**config.mk**
```make
export PLATFORM = sky130hd
export DESIGN_NAME = lzss_seq_flat
export DESIGN_NICKNAME = d
export VERILOG_FILES = /design/src/sv/lzss_pkg.sv /design/src/sv/lzss_if.sv /design/src/sv/lzss_seq.sv /design/src/flat_wrapper.sv
export SDC_FILE = /design/constraint.sdc
export NUM_CORES = 1
export LEC_CHECK = 0
export BUFFER_PORTS_ARGS = -buffer_cell sky130_fd_sc_hd__buf_2
export CORE_ASPECT_RATIO = 0.75
export CORE_MARGIN = 3
export CORE_UTILIZATION = 40
export CTS_CLUSTER_DIAMETER = 30
export CTS_CLUSTER_SIZE = 16
export DETAILED_ROUTE_END_ITERATION = 12
export GPL_ROUTABILITY_DRIVEN = 1
export GPL_TIMING_DRIVEN = 0
export PLACE_DENSITY = 0.61
export SLEW_MARGIN = 10
export SYNTH_ARGS = -nofsm -noshare
export SYNTH_HDL_FRONTEND = slang
export SYNTH_SLANG_ARGS = --single-unit
```
**constraint.sdc**
```tcl
create_clock -name clk -period 2.99 [get_ports clk]
set_clock_uncertainty 0.2 [all_clocks]
set_input_delay 0.7475 -clock clk [delete_from_list [all_inputs] [get_ports clk]]
set_output_delay 0.7475 -clock clk [all_outputs]
set_load 0.02 [all_outputs]
```
**src/sv/lzss_pkg.sv**
```systemverilog
`default_nettype none

package lzss_pkg;

  // Ring geometry (8 to 12 address bits)
  localparam int RING_BITS = 11;
  localparam int RING_SIZE = 1 << RING_BITS;

  // Match length range and its counter width
  localparam int MIN_LEN  = 3;
  localparam int MAX_LEN  = 18;
  localparam int LEN_BITS = 5;

  // A pair carries at most 12 offset bits
  localparam int OFF_FULL_BITS = 12;

  // Ring fill value after reset (ASCII space)
  localparam logic [7:0] FILL_BYTE = 8'h20;

  typedef logic [RING_BITS-1:0] ring_addr_t;

  // First write position after reset
  localparam ring_addr_t WP_RESET = ring_addr_t'(RING_SIZE - MAX_LEN);

  // Request from the sequencer to the ring memory
  typedef struct packed {
    logic       wr_en;
    ring_addr_t wr_addr;
    logic [7:0] wr_data;
    logic       rd_en;
    ring_addr_t rd_addr;
  } ring_req_t;

endpackage

`default_nettype wire

```
**src/sv/lzss_if.sv**
```systemverilog
`default_nettype none

// Compressed byte channel
interface lzss_in_if;
  logic       valid;
  logic       ready;
  logic [7:0] in_byte;

  modport source (output valid, output in_byte, input ready);
  modport sink   (input valid, input in_byte, output ready);
endinterface

// Decompressed byte channel
interface lzss_out_if;
  logic       valid;
  logic       ready;
  logic [7:0] out_byte;
  logic       run_last;

  modport source (output valid, output out_byte, output run_last, input ready);
  modport sink   (input valid, input out_byte, input run_last, output ready);
endinterface

`default_nettype wire

```
**src/sv/lzss_seq.sv**
```systemverilog
`default_nettype none

module lzss_seq (
  input  wire logic         clk,
  input  wire logic         rst_n,
  input  wire logic         ring_ready,
  lzss_in_if.sink           in_ch,
  lzss_out_if.source        out_ch,
  output lzss_pkg::ring_req_t ring_req,
  input  wire logic [7:0]   ring_rd_data
);

  typedef enum logic [1:0] {
    S_IDLE = 2'b01,
    S_COPY = 2'b10
  } state_t;

  state_t                        state_r, state_nxt;
  lzss_pkg::ring_addr_t          wp_r, wp_nxt;
  logic [7:0]                    flag_bits_r, flag_bits_nxt;
  logic [3:0]                    flags_left_r, flags_left_nxt;
  logic                          pair_pending_r, pair_pending_nxt;
  logic [7:0]                    pair_low_r, pair_low_nxt;
  lzss_pkg::ring_addr_t          rd_addr_r, rd_addr_nxt;
  logic [lzss_pkg::LEN_BITS-1:0] rd_left_r, rd_left_nxt;
  logic                          s1_v_r, s1_v_nxt;
  logic                          s1_last_r, s1_last_nxt;
  logic                          out_valid_r, out_valid_nxt;
  logic [7:0]                    out_byte_r, out_byte_nxt;
  logic                          out_last_r, out_last_nxt;

  logic                                adv;
  logic                                in_ready;
  logic                                in_fire;
  logic [7:0]                          b;
  logic [lzss_pkg::OFF_FULL_BITS-1:0]  off_full;

  // Output register may be loaded when empty or being drained
  assign adv      = !out_valid_r || out_ch.ready;
  assign in_ready = ring_ready && (state_r == S_IDLE) && adv;
  assign in_fire  = in_ch.valid && in_ready;
  assign b        = in_ch.in_byte;
  assign off_full = {b[7:4], pair_low_r};

  // Decode and copy sequencer
  always_comb begin
    state_nxt        = state_r;
    wp_nxt           = wp_r;
    flag_bits_nxt    = flag_bits_r;
    flags_left_nxt   = flags_left_r;
    pair_pending_nxt = pair_pending_r;
    pair_low_nxt     = pair_low_r;
    rd_addr_nxt      = rd_addr_r;
    rd_left_nxt      = rd_left_r;
    s1_v_nxt         = s1_v_r;
    s1_last_nxt      = s1_last_r;
    out_valid_nxt    = out_valid_r;
    out_byte_nxt     = out_byte_r;
    out_last_nxt     = out_last_r;
    ring_req         = '0;

    if (out_valid_r && out_ch.ready) begin
      out_valid_nxt = 1'b0;
    end

    unique case (state_r)
      S_IDLE: begin
        if (in_fire) begin
          if (flags_left_r == '0) begin
            // flag byte
            flag_bits_nxt    = b;
            flags_left_nxt   = 4'd8;
            pair_pending_nxt = 1'b0;
          end else if (pair_pending_r) begin
            // second pair byte: start copy
            rd_addr_nxt      = off_full[lzss_pkg::RING_BITS-1:0];
            rd_left_nxt      = {1'b0, b[3:0]} + lzss_pkg::LEN_BITS'(lzss_pkg::MIN_LEN);
            s1_v_nxt         = 1'b0;
            pair_pending_nxt = 1'b0;
            flag_bits_nxt    = flag_bits_r >> 1;
            flags_left_nxt   = flags_left_r - 1'b1;
            state_nxt        = S_COPY;
          end else if (flag_bits_r[0]) begin
            // literal
            out_valid_nxt    = 1'b1;
            out_byte_nxt     = b;
            out_last_nxt     = 1'b1;
            ring_req.wr_en   = 1'b1;
            ring_req.wr_addr = wp_r;
            ring_req.wr_data = b;
            wp_nxt           = wp_r + 1'b1;
            flag_bits_nxt    = flag_bits_r >> 1;
            flags_left_nxt   = flags_left_r - 1'b1;
          end else begin
            // first pair byte
            pair_low_nxt     = b;
            pair_pending_nxt = 1'b1;
          end
        end
      end

      S_COPY: begin
        if (adv) begin
          // emit the byte from the last ring read and write it back
          if (s1_v_r) begin
            out_valid_nxt    = 1'b1;
            out_byte_nxt     = ring_rd_data;
            out_last_nxt     = s1_last_r;
            ring_req.wr_en   = 1'b1;
            ring_req.wr_addr = wp_r;
            ring_req.wr_data = ring_rd_data;
            wp_nxt           = wp_r + 1'b1;
          end
          // issue the next read
          if (rd_left_r != '0) begin
            ring_req.rd_en   = 1'b1;
            ring_req.rd_addr = rd_addr_r;
            rd_addr_nxt      = rd_addr_r + 1'b1;
            rd_left_nxt      = rd_left_r - 1'b1;
            s1_v_nxt         = 1'b1;
            s1_last_nxt      = (rd_left_r == lzss_pkg::LEN_BITS'(1));
          end else begin
            s1_v_nxt         = 1'b0;
            state_nxt        = S_IDLE;
          end
        end
      end

      default: begin
        state_nxt = S_IDLE;
      end
    endcase
  end

  // Control state
  always_ff @(posedge clk) begin
    if (!rst_n) begin
      state_r        <= S_IDLE;
      wp_r           <= lzss_pkg::WP_RESET;
      flag_bits_r    <= '0;
      flags_left_r   <= '0;
      pair_pending_r <= 1'b0;
      pair_low_r     <= '0;
      rd_left_r      <= '0;
      s1_v_r         <= 1'b0;
      out_valid_r    <= 1'b0;
    end else begin
      state_r        <= state_nxt;
      wp_r           <= wp_nxt;
      flag_bits_r    <= flag_bits_nxt;
      flags_left_r   <= flags_left_nxt;
      pair_pending_r <= pair_pending_nxt;
      pair_low_r     <= pair_low_nxt;
      rd_left_r      <= rd_left_nxt;
      s1_v_r         <= s1_v_nxt;
      out_valid_r    <= out_valid_nxt;
    end
  end

  // Payload
  always_ff @(posedge clk) begin
    rd_addr_r   <= rd_addr_nxt;
    s1_last_r   <= s1_last_nxt;
    out_byte_r  <= out_byte_nxt;
    out_last_r  <= out_last_nxt;
  end

  assign in_ch.ready     = in_ready;
  assign out_ch.valid    = out_valid_r;
  assign out_ch.out_byte = out_byte_r;
  assign out_ch.run_last = out_last_r;

  // Group counter never exceeds eight items
  assert property (@(posedge clk) disable iff (!rst_n)
    flags_left_r <= 4'd8)
    else $error("flags_left out of range");

  // Idle means the copy pipeline is drained
  assert property (@(posedge clk) disable iff (!rst_n)
    (state_r == S_IDLE) |-> (!s1_v_r && (rd_left_r == '0)))
    else $error("copy pipeline not drained in idle");

  // A started copy has a legal length
  assert property (@(posedge clk) disable iff (!rst_n)
    (state_r == S_IDLE && state_nxt == S_COPY) |=>
      (rd_left_r >= lzss_pkg::LEN_BITS'(lzss_pkg::MIN_LEN) &&
       rd_left_r <= lzss_pkg::LEN_BITS'(lzss_pkg::MAX_LEN)))
    else $error("copy length out of range");

  // Every ring write loads the output register
  assert property (@(posedge clk) disable iff (!rst_n)
    ring_req.wr_en |=> (out_valid_r && $stable(wp_r) == 1'b0))
    else $error("ring write without output byte");

endmodule

`default_nettype wire

```
**src/flat_wrapper.sv**
```systemverilog
// flat-port wrapper written by rule: the top's interface ports become plain ports
module lzss_seq_flat 
  (clk, rst_n, ring_ready, ring_req, ring_rd_data, in_ch_valid, in_ch_in_byte, in_ch_ready, out_ch_valid, out_ch_out_byte, out_ch_run_last, out_ch_ready);
  lzss_in_if in_ch_i ();
  lzss_out_if out_ch_i ();
  input  wire logic clk;
  input  wire logic rst_n;
  input  wire logic ring_ready;
  output lzss_pkg::ring_req_t ring_req;
  input  wire logic [7:0] ring_rd_data;
  input wire logic [$bits(in_ch_i.valid)-1:0] in_ch_valid;
  input wire logic [$bits(in_ch_i.in_byte)-1:0] in_ch_in_byte;
  output wire logic [$bits(in_ch_i.ready)-1:0] in_ch_ready;
  output wire logic [$bits(out_ch_i.valid)-1:0] out_ch_valid;
  output wire logic [$bits(out_ch_i.out_byte)-1:0] out_ch_out_byte;
  output wire logic [$bits(out_ch_i.run_last)-1:0] out_ch_run_last;
  input wire logic [$bits(out_ch_i.ready)-1:0] out_ch_ready;
  assign in_ch_i.valid = in_ch_valid;
  assign in_ch_i.in_byte = in_ch_in_byte;
  assign in_ch_ready = in_ch_i.ready;
  assign out_ch_valid = out_ch_i.valid;
  assign out_ch_out_byte = out_ch_i.out_byte;
  assign out_ch_run_last = out_ch_i.run_last;
  assign out_ch_i.ready = out_ch_ready;
  lzss_seq u_core (.clk(clk), .rst_n(rst_n), .ring_ready(ring_ready), .in_ch(in_ch_i), .out_ch(out_ch_i), .ring_req(ring_req), .ring_rd_data(ring_rd_data));
endmodule
```
# After elaboration in Yosys (flattened, before gate mapping)
# Index checks and enable logic that the tools add are counted.
dict set report totals {
  regBits 62
  in_bits 21
  out_inout_bits 43
  wordCells 123
}
dict set report classes {
  add_sub_neg 5
  n_eq_ne 12
  n_mux 71
  bitwise 3
  n_reduce_logical 18
}
# cell count
set op_table {}
lappend op_table {{11-bit 2-to-1 mux} 11}
lappend op_table {{20-bit 2-to-1 mux} 5}
lappend op_table {{8-bit 2-to-1 mux} 9}
lappend op_table {{11-bit case mux with 2 select lines} 2}
lappend op_table {{20-bit case mux with 2 select lines} 1}
lappend op_table {{32-bit 2-to-1 mux} 1}
lappend op_table {{5-bit 2-to-1 mux} 5}
lappend op_table {{12-bit 2-to-1 mux} 2}
lappend op_table {{11-bit by 1-bit adder with 11-bit output, second input constant} 2}
lappend op_table {{1-bit 2-to-1 mux} 21}
lappend op_table {{8-bit case mux with 2 select lines} 1}
lappend op_table {{5-bit AND reduction} 3}
lappend op_table {{4-bit 2-to-1 mux} 3}
lappend op_table {{2-bit by 1-bit inequality test with 1-bit output, second input constant} 6}
lappend op_table {{2-bit 2-to-1 mux} 5}
lappend op_table {{5-bit case mux with 2 select lines} 1}
lappend op_table {{7-bit AND reduction} 1}
lappend op_table {{2-bit inequality test, second input constant} 3}
lappend op_table {{1-bit case mux with 2 select lines} 3}
lappend op_table {{3-bit AND reduction} 2}
lappend op_table {{6-bit AND reduction} 1}
lappend op_table {{4-bit by 2-bit adder with 5-bit output, second input constant} 1}
lappend op_table {{5-bit by 1-bit equality test with 1-bit output, second input constant} 1}
lappend op_table {{5-bit nonzero test} 1}
lappend op_table {{other kinds (13)} 18}

# Longest topological paths before layout
# Gate-level depths: netlist of run 1.
dict set report depth {
  depth_word 7
  mapped_depth 9
}

# Worst setup path before layout of run 1
# Ideal clock, no wire load.
dict set report synth_path {
  kind {input port to output port}
  from {input out_ch_ready}
  to {output ring_req[22] (netlist name)}
  t_arrival_ps 2204
  required_ps 2043
  setup_slack_ps -162
  stages 7
  path_buffers 2
  path_cell_list {nor2b_1 buf_2 nor4_4 nand2_1 a21oi_1 clkbuf_1 and2_1}
}
# item line
set synth_lines {}
lappend synth_lines {{start, declared} flat_wrapper.sv:17} ;# input wire logic [$bits(out_ch_i.ready)-1:0] out_ch_ready;
lappend synth_lines {{end, declared} flat_wrapper.sv:9} ;# output lzss_pkg::ring_req_t ring_req;

==> impl_metrics.json, run 1 <==
{
  "synth.distinct_cells": 59,
  "fp-row-count": 28,
  "swShare_pct": 25.1,
  "fp.dieW_um": 114,
  "wl_met2_mm": 4.38,
  "cp-end-kind": "primary output",
  "postLayoutCellArea_mm2": 0.00456,
  "drtIter0Drc": 223,
  "powerDensity_mw_per_mm2": 449,
  "slew_violations": 0,
  "slowest_delay_ns": 0.38,
  "syn_area_mm2": 0.00350,
  "setup_viol": 14,
  "p_switching_w": 0.000514,
  "netlist.area_leader.share_pct": 23.4,
  "fillers": 776,
  "regArea_mm2": 0.00146,
  "drc": 0,
  "finalHoldViolCount": 0,
  "cts_tree": "done",
  "slew_headroom_pct": 44.5,
  "yosys.area.top_type": "dfxtp_1",
  "worstPathCellList": "buf_6, clkinvlp_4, nor4_4, nand2_2, a21oi_4, buf_8, and2_4, buf_6",
  "grt-ovfl-total": 0,
  "grt_pass1_vias": 3017,
  "ant_nets": 0,
  "seqPwrFrac_pct": 44.5,
  "grt.total_usage_pct": 20.1,
  "dr_wl_met3_um": 735,
  "critPathBufInv": 4,
  "drt_first_pass_iters": 5,
  "clock_latency_ns": 0.33,
  "fp.dieArea_mm2": 0.00993,
  "intPower_w": 0.00153,
  "drv_cap": 0,
  "post-place-ws_ns": -0.319,
  "gp_congestion": 0.852,
  "placedCellCount": 555,
  "min_period_over_period_pct": 103,
  "fin_total_pwr_w": 0.00205,
  "power_leakage_nw": 1.83,
  "cp_max_fo": 5,
  "setup_ws_ns": -0.0825,
  "ys_ff_latch": 62,
  "synth_common_cells": "45 x nor2_1, 41 x dfxtp_1, 26 x a21oi_1, 26 x and2_1",
  "grt_max_degree": 18,
  "cts_buffers": 9,
  "cts_root_buf": "clkbuf_16",
  "synth.net_count": 417,
  "slowest_stage": "nor4_4",
  "rsz0062_at_grt": "yes",
  "met1_length_mm": 4.53,
  "top_layer": "met4",
  "timing.fmax_mhz": 325,
  "synth_edf_count": 21,
  "start_util_pct": 42.7,
  "violations": "setup timing",
  "htree_levels": 3,
  "p_comb_share_pct": 11.0,
  "tightest_slew_ns": 0.829,
  "final_core_util_pct": 55.6,
  "clk_path_buf_depth": 2,
  "synthMostInstantiatedCell": "nor2_1",
  "cpMostUsedCell": "buf_6",
  "die_h_um": 87.0,
  "core-area_mm2": 0.00820,
  "worst_path_dominant_cell_family": "simple AND/OR/NAND/NOR gates",
  "wl_mm": 9.82,
  "dpl_cell_area_mm2": 0.00396,
  "cp-start-kind": "input port",
  "grt_first_pass_wirelength_mm": 15.5,
  "vias": 3266,
  "multi_input_area_mm2": 0.00200,
  "arrival_ns": 2.12,
  "clock_sinks": 62,
  "drive_gt1_share_pct": 30.7,
  "antenna_found_initial": 0,
  "synth_warnings": 0,
  "antenna_cells": 0,
  "finalNonFillerCells": 584,
  "outcome": "finished with violations",
  "port_buffers": 62,
  "async_flop_share_pct": 0,
  "clockPowerShare_pct": 44.5,
  "synthTopCellsByArea": "dfxtp_1 23%, edfxtp_1 18%, nor2_1 4.8%, and2_1 4.6%, a21oi_1 3.7%",
  "crit_type": "input port to primary output",
  "final_nets": 503,
  "clk_pin_slew_ns": 0.05,
  "io_pins": 64,
  "min_period_ns": 3.07,
  "hold_class": "flip-flop to flip-flop",
  "viasPerCell": 5.59,
  "ir_worst_vdd_mv": 0.260,
  "yosysSeqAreaShare_pct": 41.4,
  "place_hpwl_mm": 6.70,
  "wl_per_cell_um": 16.8,
  "synthCells": 388,
  "worstPathRequired_ns": 2.04,
  "synthFlopType": "dfxtp_1",
  "syn-mean-instance-area_um2": 9.03,
  "area_growth_pct": 30.1
}
[metal layers]
metal,up-vias,global-route usage [%]
met5,-,0
met2,112,30.4
met1,1565,27.4
li1,1571,-
met4,0,7.12
met3,18,5.90
[area by class of cell]
type                       count  share of cell area, %
clock inverter                 6                  0.632
tap                          105                   2.88
multi-input combinational    292                   43.9
buffer                        20                   2.72
sequential                    62                   32.0
inverter                      10                  0.961
timing repair buffer          79                   11.8
clock buffer                  10                   5.03
[power groups by stage]
stage / clock (W) / combinational (W) / sequential, W
finish: 0.000911 / 0.000226 / 0.000911
global route: 0.000970 / 0.000248 / 0.000912
CTS: 0.000926 / 0.000218 / 0.000910
detailed placement: 0 / 0.000201 / 0.000927
global placement: 0 / 0.000198 / 0.000926
floorplan: 0 / 0.000138 / 0.000925
[per-stage QoR]
step           setup TNS, ns  hold WS (ns)
2_1_floorplan              0         0.247
3_3_place_gp           -4.85         0.265
3_5_place_dp           -5.36         0.274
4_1_cts                -1.24         0.287
5_1_grt                -1.59         0.321
6_report              -0.870         0.287
[flip-flops by register name (all words and copies together) (netlist names)]
signal and count:
u_core.s1_v_r 1, u_core.state_r 2, u_core.flag_bits_r 8, u_core.rd_left_r 5, u_core.s1_last_r 1, u_core.flags_left_r 4, u_core.wp_r 11, u_core.out_ch.valid 1
u_core.out_ch.run_last 1, u_core.pair_low_r 8, u_core.out_ch.out_byte 8, u_core.rd_addr_r 11, u_core.pair_pending_r 1
[worst min-delay path: cells and delay by family, from the launching register on]
family | cells | cell delay [ns]
compound gates | 1 | 0.05
flops | 1 | 0.33
simple gates | 1 | 0.06
[cells by family (layout without fill, tap and decap cells)]
group	after synthesis	in the layout	synth area share, %
simple gates	159	159	25.0
buf+inv	34	125	4.29
mux	21	21	6.40
fa+ha+maj	8	8	2.86
xor+xnor	13	13	3.25
compound gates	91	91	16.8
flops	62	62	41.4
[worst paths after layout]
kind / from / to / slack [ns] / depth (start not counted)
worst max-delay path: in_ch_valid / ring_req[22] / -0.08 / 8
worst min register to register: u_core.rd_left_r[3]$_SDFFE_PN0P_ / u_core.rd_left_r[3]$_SDFFE_PN0P_ / 0.29 / 2
worst min-delay path: u_core.rd_left_r[3]$_SDFFE_PN0P_ / u_core.rd_left_r[3]$_SDFFE_PN0P_ / 0.29 / 2
worst max register to register: u_core.state_r[1]$_SDFFE_PN0P_ / u_core.out_ch.out_byte[4]$_DFFE_PP_ / 0.43 / 8
[cells in the final DEF, fill, tap and decap left out, types with 7 or more instances in the layout]
| cell type | netlist | routed |
|---|---|---|
| mux2_2 | 7 | 7 |
| buf_4 | 1 | 19 |
| a32oi_1 | 8 | 8 |
| clkbuf_16 | 0 | 9 |
| edfxtp_1 | 21 | 21 |
| nand2_1 | 22 | 20 |
| clkbuf_1 | 15 | 10 |
| and2_4 | 0 | 12 |
| buf_6 | 2 | 16 |
| nand3_1 | 12 | 12 |
| and2_1 | 26 | 13 |
| o21ai_1 | 22 | 22 |
| or3_1 | 9 | 9 |
| o21ai_0 | 7 | 7 |
| nor2_1 | 45 | 45 |
| nand2b_1 | 7 | 7 |
| buf_2 | 3 | 49 |
| xor2_1 | 7 | 7 |
| dfxtp_1 | 41 | 37 |
| a21oi_1 | 26 | 25 |
| mux2i_1 | 10 | 10 |
[repair_timing]
| action | CTS | global route |
|---|---|---|
| buffers inserted | 11 | 5 |
| endpoints found under the setup margin | 32 | 31 |
| gates cloned | 1 | 0 |
| resized for setup | 68 | 17 |
| pin swaps | 4 | 3 |
| hold buffers | 0 | 0 |
No activity file was read; power rests on OpenSTA's default activity.
==> run 2: changes to the inputs <==
ABC_AREA = 1   (was not set)
CORE_UTILIZATION = 56   (was 40)
CTS_BUF_LIST = sky130_fd_sc_hd__clkbuf_8   (was not set)
PLACE_DENSITY = 0.8   (was 0.61)
==> run 2 against run 1 <==
Against the previous run: the flow now finishes without violations; design area down 5.1%; synthesized cell count up 30%; count of clock-buffer cells in the layout down 1; sequential share of layout area up 1.6 points; global-route usage up 7.2 points; setup slack better by 0.17 ns; total power down 2.9%; cell count up 14%.
==> impl_metrics.json, run 2 <==
{
  "outcome": "completed",
  "clk_path_buf_depth": 2,
  "final_common_cell": "nand2_1",
  "grt_max_degree": 20,
  "ys_ff_latch": 62,
  "vias": 3665,
  "min_period_ns": 2.90,
  "antenna_found_initial": 0,
  "syn_area_mm2": 0.00356,
  "crit_type": "input port to primary output",
  "antenna_cells": 0,
  "clock_sinks": 62,
  "drv_cap": 0,
  "cp-end-kind": "primary output",
  "netlist.area_leader.share_pct": 23.0,
  "setup_viol": 0,
  "synth_common_cells": "114 x nand2_1, 81 x nor2_1, 54 x inv_1, 41 x dfxtp_1, 41 x o21ai_0",
  "slew_headroom_pct": 64.4,
  "synth.distinct_cells": 35,
  "synth_edf_count": 21,
  "fp-row-count": 24,
  "arrival_ns": 1.95,
  "synthFlopType": "dfxtp_1",
  "place_hpwl_mm": 7.02,
  "yosys.area.top_type": "dfxtp_1",
  "powerDensity_mw_per_mm2": 460,
  "ant_nets": 0,
  "worstPathCellList": "buf_2, inv_1, nand2_4, nand3_4, clkinv_2, nand2_4, clkinv_4, o21ai_4, buf_6, buf_8, nor2_2, buf_4",
  "wl_mm": 9.93,
  "drt_first_pass_iters": 5,
  "fp.dieW_um": 98.1,
  "grt.total_usage_pct": 27.3,
  "start_util_pct": 59.6,
  "synthCells": 504,
  "drc": 0,
  "final_nets": 614,
  "timing.fmax_mhz": 345,
  "die_h_um": 75.1,
  "yosysSeqAreaShare_pct": 40.7,
  "reg_top3": "u_core.rd_addr_r x11, u_core.wp_r x11",
  "htree_levels": 3,
  "hold_class": "flip-flop to flip-flop",
  "cp-start-kind": "input port",
  "wl_per_cell_um": 14.9,
  "reg2reg_depth": 7,
  "cts_buffers": 9,
  "cts_tree": "done",
  "synthMostInstantiatedCell": "nand2_1",
  "ir_worst_vdd_mv": 0.353,
  "synth_warnings": 0,
  "layout_common_cells": "112 x nand2_1, 79 x nor2_1, 62 x buf_2",
  "viasPerCell": 5.49,
  "slowest_delay_ns": 0.18,
  "whs_ns": 0.284,
  "tightest_slew_ns": 0.533,
  "clk_pin_slew_ns": 0.06,
  "worstPathRequired_ns": 2.04,
  "async_flop_share_pct": 0,
  "fp.dieArea_mm2": 0.00737,
  "cts_root_buf": "clkbuf_8",
  "fin_tns_setup_ns": 0,
  "min_period_over_period_pct": 96.9,
  "grt_pass1_vias": 3395,
  "grt_first_pass_wirelength_mm": 15.8,
  "min_path_cells": 2,
  "drive_gt1_share_pct": 22.5,
  "finalHoldViolCount": 0,
  "synth.net_count": 533,
  "syn-mean-instance-area_um2": 7.07,
  "slew_violations": 0,
  "grt-ovfl-total": 0,
  "postCtsHoldBufs": 0,
  "gp_congestion": 0.927,
  "fillers": 482,
  "port_buffers": 63,
  "drtIter0Drc": 378,
  "clock_latency_ns": 0.35,
  "cp_max_fo": 6,
  "cpMostUsedCell": "nand2_4",
  "area_growth_pct": 21.4,
  "core-area_mm2": 0.00598,
  "io_pins": 64,
  "power_leakage_nw": 2.18,
  "synthTopCellsByArea": "dfxtp_1 23%, edfxtp_1 18%, nand2_1 12%, nor2_1 8.5%, o21ai_0 5.8%",
  "slowest_stage": "o21ai_4"
}
[run 2: cells by family after synthesis]
| kind of cell | Yosys count | share of synthesized area, % |
|---|---|---|
| AND/OR/NAND/NOR | 269 | 33.2 |
| AO/OA/AOI/OAI | 80 | 12.1 |
| buffers and inverters | 78 | 9.37 |
| flip-flops | 62 | 40.7 |
| adder cells (fa/ha/maj) | 8 | 2.81 |
| XOR/XNOR | 7 | 1.72 |
[run 2: metrics by stage]
step                cells  power, W  setup WS, ns  instance area (µm²)  util, %
floorplan             504   0.00112         0.166                 3560        -
global placement      645   0.00119       0.00398                 3980     66.5
detailed placement    645   0.00120       -0.0278                 3980     66.5
CTS                   664   0.00198       -0.0369                 4250     71.1
global route          668   0.00208      -0.00762                 4330     72.4
finish                668   0.00199        0.0916                 4330     72.4
[run 2: repair_timing]
action                     in CTS  in global routing
resized for setup               4                 20
gates cloned                    1                  0
pin swaps                       0                  2
hold endpoints to repair        0                  0
setup endpoints to repair      11                 26
buffers inserted                3                  4
[run 2: worst max-delay path, delay by kind of cell]
kind	cells	cell delay, ns
simple gates	4	0.32
compound gates	1	0.18
buf+inv	7	0.70
[run 2: metal layers]
metal / vias up / global-route usage [%] / wire length [µm]
li1: 1793 / - / -
met1: 1699 / 35.9 / 4340
met2: 150 / 43.1 / 4580
met3: 23 / 8.24 / 843
met4: 0 / 10.6 / 159
met5: - / 0 / 0
[run 2: worst paths after layout]
| check | from | to | slack (ns) |
|---|---|---|---|
| worst min register to register | u_core.flag_bits_r[7]$_SDFFE_PN0P_ | u_core.flag_bits_r[7]$_SDFFE_PN0P_ | 0.28 |
| worst max-delay path | out_ch_ready | ring_req[28] | 0.09 |
| worst max register to register | u_core.state_r[0]$_SDFFE_PN1P_ | u_core.rd_addr_r[6]$_DFFE_PP_ | 0.69 |
| worst min-delay path | u_core.flag_bits_r[7]$_SDFFE_PN0P_ | u_core.flag_bits_r[7]$_SDFFE_PN0P_ | 0.28 |
[run 2: cell type report]
cell class | count | area (µm²) | area share, %
repair buffers | 71 | 410 | 9.49
plain buffers | 14 | 96.3 | 2.23
inverters | 63 | 246 | 5.70
clock inverters | 7 | 87.6 | 2.02
multi-input cells | 364 | 1810 | 41.9
well taps | 78 | 97.6 | 2.26
clock buffers | 9 | 124 | 2.86
flip-flops and latches | 62 | 1450 | 33.6
[run 2: where the power goes]
group          switching, W  internal (W)  total (W)
logic              0.000179     0.0000877   0.000267
registers         0.0000226      0.000904   0.000927
clock network      0.000331      0.000463   0.000795
==> run 3: changes to the inputs <==
CORE_UTILIZATION = 50   (was 56)
PLACE_DENSITY = 0.73   (was 0.8)
RECOVER_POWER = 25   (was not set)
==> run 3 against run 2 <==
Against the previous run: cell count increased by 2.4%; worst hold slack got worse by 0.0041 ns; flip-flop and latch count stayed put; clock power increased by 7.5%; non-clock buffer count is the same; wire length down 3.2%; combinational power hardly changed; design area rose by 0.90%; critical path type unchanged; largest cell class unchanged.
==> impl_metrics.json, run 3 (synthesis gave the netlist of run 2 again) <==
{
  "outcome": "completed",
  "finalHoldViolCount": 0,
  "setup_viol": 0,
  "final_common_cell": "nand2_1",
  "cts_buffers": 9,
  "grt_max_degree": 19,
  "final_core_util_pct": 66.1,
  "powerDensity_mw_per_mm2": 469,
  "grt-ovfl-total": 0,
  "drc": 0,
  "wl_per_cell_um": 14.1,
  "clock_latency_ns": 0.34,
  "cpMostUsedCell": "nand2_4",
  "io_pins": 64,
  "worstPathRequired_ns": 2.04,
  "worstPathCellList": "buf_2, inv_1, nand2_4, nand3_4, clkinv_2, nand2_4, inv_6, o21ai_4, buf_6, buf_16, nor2_2, buf_4",
  "htree_levels": 3,
  "place_hpwl_mm": 6.87,
  "start_util_pct": 54.0,
  "crit_type": "input port to primary output",
  "clk_pin_slew_ns": 0.07,
  "timing.fmax_mhz": 345,
  "cp-end-kind": "primary output",
  "drt_first_pass_iters": 5,
  "slew_violations": 0,
  "clock_sinks": 62,
  "grt.total_usage_pct": 24.3,
  "intPower_w": 0.00153,
  "ir_worst_vdd_mv": 0.322,
  "gp_congestion": 0.951,
  "cts_root_buf": "clkbuf_8",
  "power_leakage_nw": 2.20,
  "clockPowerShare_pct": 41.8,
  "antenna_found_initial": 0,
  "swShare_pct": 25.5,
  "min_period_over_period_pct": 97.0,
  "grt_pass1_vias": 3224,
  "drtIter0Drc": 237,
  "slowest_delay_ns": 0.16,
  "fp.dieArea_mm2": 0.00819,
  "hold_class": "flip-flop to flip-flop",
  "arrival_ns": 1.95,
  "min_period_ns": 2.90,
  "final_nets": 614,
  "whs_ns": 0.280,
  "cp_max_fo": 9,
  "drv_cap": 0,
  "post-place-ws_ns": -0.0213,
  "reg_top3": "u_core.rd_addr_r x11, u_core.wp_r x11",
  "viasPerCell": 5.23,
  "slew_headroom_pct": 63.7,
  "fp.dieW_um": 103,
  "grt_first_pass_wirelength_mm": 15.3,
  "ant_nets": 0,
  "fp-row-count": 25,
  "tightest_slew_ns": 0.545,
  "p_comb_share_pct": 12.9,
  "wl_mm": 9.62,
  "drive_gt1_share_pct": 22.7,
  "clk_path_buf_depth": 2,
  "seqPwrFrac_pct": 45.3,
  "rsz0062_at_grt": "yes",
  "vias": 3574,
  "die_h_um": 79.1,
  "antenna_cells": 0,
  "slowest_stage": "o21ai_4",
  "layout_common_cells": "113 x nand2_1, 79 x nor2_1, 65 x buf_2",
  "cts_tree": "done",
  "fin_tns_setup_ns": 0,
  "setup_ws_ns": 0.0887,
  "port_buffers": 63,
  "p_switching_w": 0.000522,
  "cp-start-kind": "input port",
  "core-area_mm2": 0.00660,
  "area_growth_pct": 22.5
}
-- run 3: cell count changes in the layout (fill, tap and decap cells not counted), moves of 2 or more --
cell | before | now
dfxtp_2 | 1 | 3
buf_2 | 62 | 65
clkbuf_8 | 9 | 12
buf_4 | 9 | 7
nand2_2 | 4 | 2
inv_4 | 2 | 0
dfxtp_1 | 40 | 38
-- run 3: worst paths after layout --
path / from / endpoint / slack (ns) / cells past startpoint
max: out_ch_ready / ring_req[28] / 0.09 / 12
max reg2reg: u_core.state_r[0]$_SDFFE_PN1P_ / u_core.rd_addr_r[4]$_DFFE_PP_ / 0.74 / 7
min reg2reg: u_core.state_r[1]$_SDFFE_PN0P_ / u_core.state_r[1]$_SDFFE_PN0P_ / 0.28 / 2
min: u_core.state_r[1]$_SDFFE_PN0P_ / u_core.state_r[1]$_SDFFE_PN0P_ / 0.28 / 2
-- run 3: routing by layer --
layer / vias up / GRT usage [%] / share of wire [%]
met5: - / 0 / 0
met4: 0 / 6.08 / 0.99
met3: 12 / 5.36 / 8.3
met2: 147 / 36.7 / 44
met1: 1624 / 35.0 / 47
li1: 1791 / - / -
-- run 3: power groups by stage --
stage,logic (W),clock network [W],registers (W)
2_1_floorplan,0.000182,0,0.000941
3_3_place_gp,0.000247,0,0.000943
3_5_place_dp,0.000252,0,0.000944
4_1_cts,0.000257,0.000864,0.000926
5_1_grt,0.000296,0.000898,0.000930
6_report,0.000265,0.000855,0.000927
-- run 3: through the flow --
| step | power, W | cells | instance area, µm² |
|---|---|---|---|
| floorplan | 0.00112 | 504 | 3560 |
| global placement | 0.00119 | 661 | 4000 |
| detailed placement | 0.00120 | 661 | 4000 |
| CTS | 0.00205 | 681 | 4310 |
| global route | 0.00212 | 684 | 4360 |
| finish | 0.00205 | 684 | 4360 |
-- run 3: area by class of cell --
class | instances | area [µm²]
fill | 562 | 2240
multi-input combinational | 364 | 1810
sequential | 62 | 1460
timing repair buffer | 70 | 398
inverter | 63 | 245
clock buffer | 12 | 165
tap | 94 | 118
buffer | 15 | 101
clock inverter | 4 | 68.8
-- run 3: repair_timing --
item,4_1_cts,5_1_grt
hold buffers,0,0
cloned,1,0
pin swaps,1,2
buffers inserted,3,3
gates resized for setup,6,17
endpoints found under the setup margin,10,22
-- run 3: worst max-delay path, delay by kind of cell --
kind	cells	cell delay, ns
buf+inv	7	0.72
simple gates	4	0.33
compound gates	1	0.16
